--- config.mk ---
export PLATFORM = sky130hd
export DESIGN_NAME = lfh_front
export DESIGN_NICKNAME = d
export VERILOG_FILES = /design/src/lfh_pkg.sv /design/src/lfh_front.sv
export SDC_FILE = /design/constraint.sdc
export NUM_CORES = 1
export LEC_CHECK = 0
export BUFFER_PORTS_ARGS = -buffer_cell sky130_fd_sc_hd__buf_2
export CAP_MARGIN = 15
export CORE_MARGIN = 2
export CORE_UTILIZATION = 59
export CTS_BUF_LIST = sky130_fd_sc_hd__clkbuf_4 sky130_fd_sc_hd__clkbuf_8
export DETAILED_ROUTE_END_ITERATION = 7
export PLACE_DENSITY = 0.92
export SLEW_MARGIN = 20
export SYNTH_ARGS = -nofsm -noshare
export SYNTH_HDL_FRONTEND = slang
export SYNTH_SLANG_ARGS = --single-unit
--- constraint.sdc ---
create_clock -name clock -period 11.6 [get_ports clock]
set_input_delay 1.16 -clock clock [delete_from_list [all_inputs] [get_ports clock]]
set_output_delay 1.16 -clock clock [all_outputs]
set_load 0.05 [all_outputs]
--- src/lfh_pkg.sv ---
// Shared constants and types for the layered fog haze unit
`timescale 1ns / 1ps
package lfh_pkg;
   localparam int MAX_BANDS = 16;
   localparam int IDX_W = $clog2(MAX_BANDS);
   localparam int DEPTH = 2 * MAX_BANDS;
   localparam int ADDR_W = $clog2(DEPTH);
   localparam int CNT_W = $clog2(MAX_BANDS + 1);
   localparam logic [16:0] HAZE_ONE = 17'h10000;

   localparam logic [2:0] REG_FOG_START = 3'd0;
   localparam logic [2:0] REG_VISIBLE   = 3'd1;
   localparam logic [2:0] REG_SCALE     = 3'd2;
   localparam logic [2:0] REG_UP_CNT    = 3'd3;
   localparam logic [2:0] REG_DOWN_CNT  = 3'd4;

   localparam logic OP_LOAD  = 1'b0;
   localparam logic OP_QUERY = 1'b1;

   // Classified work for the back end
   typedef struct packed {
      logic                is_load;
      logic [ADDR_W-1:0]   addr;
      logic [31:0]         height;
      logic [31:0]         density;
      logic                is_fog;
      logic [31:0]         ray_dist;
      logic [31:0]         ht;
      logic                down;
   } cmd_type;

   localparam int QDEPTH = 2;
endpackage

--- src/lfh_front.sv ---
// Front end: accepts transactions, classifies them and queues them
`timescale 1ns / 1ps
module lfh_front (
   input  logic             clock,
   input  logic             reset,
   input  logic             req_valid,
   output logic             req_stall,
   input  logic             req_op,
   input  logic             req_direction,
   input  logic [3:0]       req_band_index,
   input  logic [31:0]      req_band_height,
   input  logic [31:0]      req_band_density,
   input  logic             req_band_is_fog,
   input  logic [31:0]      req_ray_distance,
   input  logic [31:0]      req_ray_height_delta,
   output logic             q_valid,
   output lfh_pkg::cmd_type q_cmd,
   input  logic             q_pop
);
   import lfh_pkg::*;

   cmd_type     slot_ff [QDEPTH];
   logic        wp_ff, wp_in, rp_ff, rp_in;
   logic [1:0]  cnt_ff, cnt_in;
   logic        push, drop;
   cmd_type     c;

   always_comb begin
      c = '0;
      c.is_load  = (req_op == OP_LOAD);
      c.addr     = {req_direction, req_band_index[IDX_W-1:0]};
      c.height   = req_band_height;
      c.density  = req_band_density;
      c.is_fog   = req_band_is_fog;
      c.ray_dist = req_ray_distance;
      c.down     = req_ray_height_delta[31];
      c.ht       = req_ray_height_delta[31] ? (~req_ray_height_delta + 32'd1)
                                            : req_ray_height_delta;
   end

   assign req_stall = (cnt_ff == 2'(QDEPTH));
   // drop loads whose index is past the table
   assign drop  = (req_op == OP_LOAD) && ({1'b0, req_band_index} >= 5'(MAX_BANDS));
   assign push  = req_valid && !req_stall && !drop;
   assign q_valid = (cnt_ff != 2'd0);
   assign q_cmd   = slot_ff[rp_ff];

   always_comb begin
      wp_in  = push ? ~wp_ff : wp_ff;
      rp_in  = q_pop ? ~rp_ff : rp_ff;
      cnt_in = cnt_ff + {1'b0, push} - {1'b0, q_pop};
   end

   always_ff @(posedge clock) begin
      if (reset) begin
         wp_ff  <= 1'b0;
         rp_ff  <= 1'b0;
         cnt_ff <= 2'd0;
      end else begin
         wp_ff  <= wp_in;
         rp_ff  <= rp_in;
         cnt_ff <= cnt_in;
      end
      if (push) slot_ff[wp_ff] <= c;
   end
endmodule

==> run metrics <==
number of synthesized flops with an enable pin 272; fin. max-slew vios 0; Setup-failing EPs final 0; first-pass GRT wire length between 30000 and 40000 µm; CTS Sinks 277; hold crit path type flop to flop; post-synth top area share 0.761; ranking of synthesized cells by area edfxtp_1 (76%), mux2_2 (14%), xnor2_1 (2.5%); internal cell power around 1.9 mW; gr ovfl total 0; number of global-route vias before repair about 6300; relative max-transition margin 0.341; clock group share of total power 0.270; initial antenna violation count 3; CP arrival around 3 ns; synth unique cells 32; Tot Pwr ~2.8 mW; status finished clean; PD cells between 200 and 250 nW/µm²; Leakage Power around 4.9 nW; switch share 0.334; Die W around 140 µm; Max Freq around 0.24 GHz; Max clock buf depth 3; Total GRT Usage 0.217; first-pass iteration count of the detailed router 4; Synth Warn # 0; sequential fraction of the synthesis area 0.771; total I/O pin count approximately 280; Detail Placement HPWL roughly 14000 µm; Max-Cap Viols 0; period utilization 0.360; die area 19300 µm²; num rows 49; cts repair resizes 0; initial core utilization 0.599; VDD IR max around 0.00021 V; Comb pwr share 0.259; P&R area growth vs syn 22.9%; DRC viols 0; share of cells above drive strength 1 0.561; Total Wirelength approximately 21000 µm; part of the power in registers 0.470; Mean Syn Cell Area 19.7 µm²; Async S/R FF share, synth 0; Root Driver clkbuf_8; slowest CP cell dfxtp_4; Total Nets Final 993; CTS tree yes; Mapped Cells approximately 550; predominant post-synthesis flop cell edfxtp_1; worst clock skew about 0.022 ns; Worst-Margin Slew between 0.9 and 1 ns; setup tns final 0 ns; Worst EP required between 10 and 15 ns; Worst setup EP type output pin; Seq cells post-synth about 280; syn nets just under 700; H-tree depth 2; CP Cell Sequence buf_4 > mux2_2 > buf_2; via count about 6100; drt via density roughly 5.4; CP peak stage delay about 0.94 ns; total CTS buffers 43; First DRT Iteration DRCs a little under 300; setup bufs post-CTS 0; WL per Instance 19.2 µm; clock slew at reported path FFs 0.06 ns; antenna viol nets, final 0; Synth area leader edfxtp_1; net switching power between 0.9 and 1 mW; Mapped Area between 10000 and 15000 µm²; GP Congestion roughly 0.80; largest net degree at the start of global routing 73; height of the die between 100 and 150 µm; crit path kind flop to output pin; clock latency on the worst-skew pair 0.54 ns; IO buf count 276; hold_buf cts 0; CP Max Fanout 69; Tmin final between 4 and 5 ns; Fin. Hold Viols 0; total core area roughly 18000 µm²; crit path launch type flop; RSZ-0062 raised after global routing false
[area by class of cell]
| type | instances | area (µm²) |
|---|---|---|
| Antenna cell | 3 | 7.51 |
| Clock buffer | 57 | 703 |
| Clock inverter | 20 | 116 |
| Fill cell | 1046 | 4710 |
| Inverter | 7 | 26.3 |
| Multi-Input combinational cell | 242 | 2360 |
| Sequential cell | 277 | 8270 |
| Tap cell | 229 | 287 |
| Timing Repair Buffer | 280 | 1410 |
[metrics by stage]
step	util	hold slack, ns	instance area, µm²	worst slack [ns]	instances
floorplan	-	0.480	10700	4.07	546
global placement	0.690	0.494	12400	7.97	1035
detailed placement	0.690	0.513	12400	7.96	1035
CTS	0.736	0.548	13200	7.37	1112
global route	0.736	0.569	13200	7.25	1113
finish	0.737	0.533	13200	7.42	1115
[cell families (layout without fill, tap and decap cells)]
logic type                 count (synthesis)  after routing  share of synthesized area
muxes                                    136            136                      0.143
other                                      0              3                          0
xor gates and xnor gates                  33             33                     0.0269
DFF                                      277            277                      0.771
buffers and inverters                     27            364                     0.0101
AOI/OAI and AO/OA                         26             26                     0.0213
adders and majority gates                  3              3                    0.00350
and+or+nand+nor                           44             44                     0.0247
[synthesized netlist by cell type, drive strengths merged (3+ instances only)]
| cell | n |
|---|---|
| o31ai | 8 |
| o21ai | 9 |
| dfxtp | 5 |
| nor4 | 6 |
| nand2b | 3 |
| or4 | 5 |
| or3 | 6 |
| buf | 3 |
| nor2 | 6 |
| mux2 | 136 |
| ha | 3 |
| edfxtp | 272 |
| inv | 7 |
| nand2 | 7 |
| clkbuf | 17 |
| o41ai | 9 |
| xnor2 | 31 |
[sequential cells by signal, summed over array words and instances, names as in the netlist, named ones only]
name	cells
rp_ff	1
cnt_ff	2
slot_ff	272
wp_ff	1
[cell usage in the layout (no fill, tap or decap), types with 2 or more instances in the layout]
master	n
dfxtp_1	4
mux2_2	136
o41ai_1	3
nor4_1	6
or3_1	5
nor2_1	5
edfxtp_1	272
nor3_1	2
clkinv_1	12
clkinv_2	5
ha_1	3
buf_2	276
inv_1	7
clkbuf_8	44
nand2b_1	3
diode_2	3
nand2_1	7
xnor2_1	31
o31ai_1	8
o41ai_2	6
xor2_1	2
clkbuf_4	13
o21ai_0	9
or4_1	4
buf_4	4
[layer usage]
layer / vias to the layer above / track usage / part of all wire / wire length, µm
met5: - / 0 / 0 / 0
met3: 41 / 0.0881 / 0.11 / 2290
li1: 2784 / - / - / -
met1: 2958 / 0.250 / 0.36 / 7810
met4: 0 / 0.0750 / 0.023 / 486
met2: 283 / 0.370 / 0.51 / 10900
[power groups by stage]
stage	combinational (mW)	sequential, mW	clock, mW
floorplan	0.575	1.36	0
global placement	0.730	1.35	0
detailed placement	0.741	1.36	0
CTS	0.745	1.34	0.786
global route	0.774	1.35	0.832
finish	0.738	1.34	0.769
[critical path, delay by kind of cell, from the launching register on]
kind                   cells  cell delay [ns]
buffers and inverters      2             1.04
DFF                        1             0.94
muxes                      1             0.43
[worst paths after layout]
| kind | startpoint | end | slack [ns] | cells after the start |
|---|---|---|---|---|
| worst max-delay path | flop | q_cmd[88] | 7.42 | 3 |
| worst min-delay path | rp_ff | rp_ff | 0.53 | 2 |
| worst max register to register | cnt_ff[0] | slot_ff[0][85] | 8.82 | 5 |
| worst min register to register | rp_ff | rp_ff | 0.53 | 2 |
Note: power is estimated with default switching activity, not from simulation.
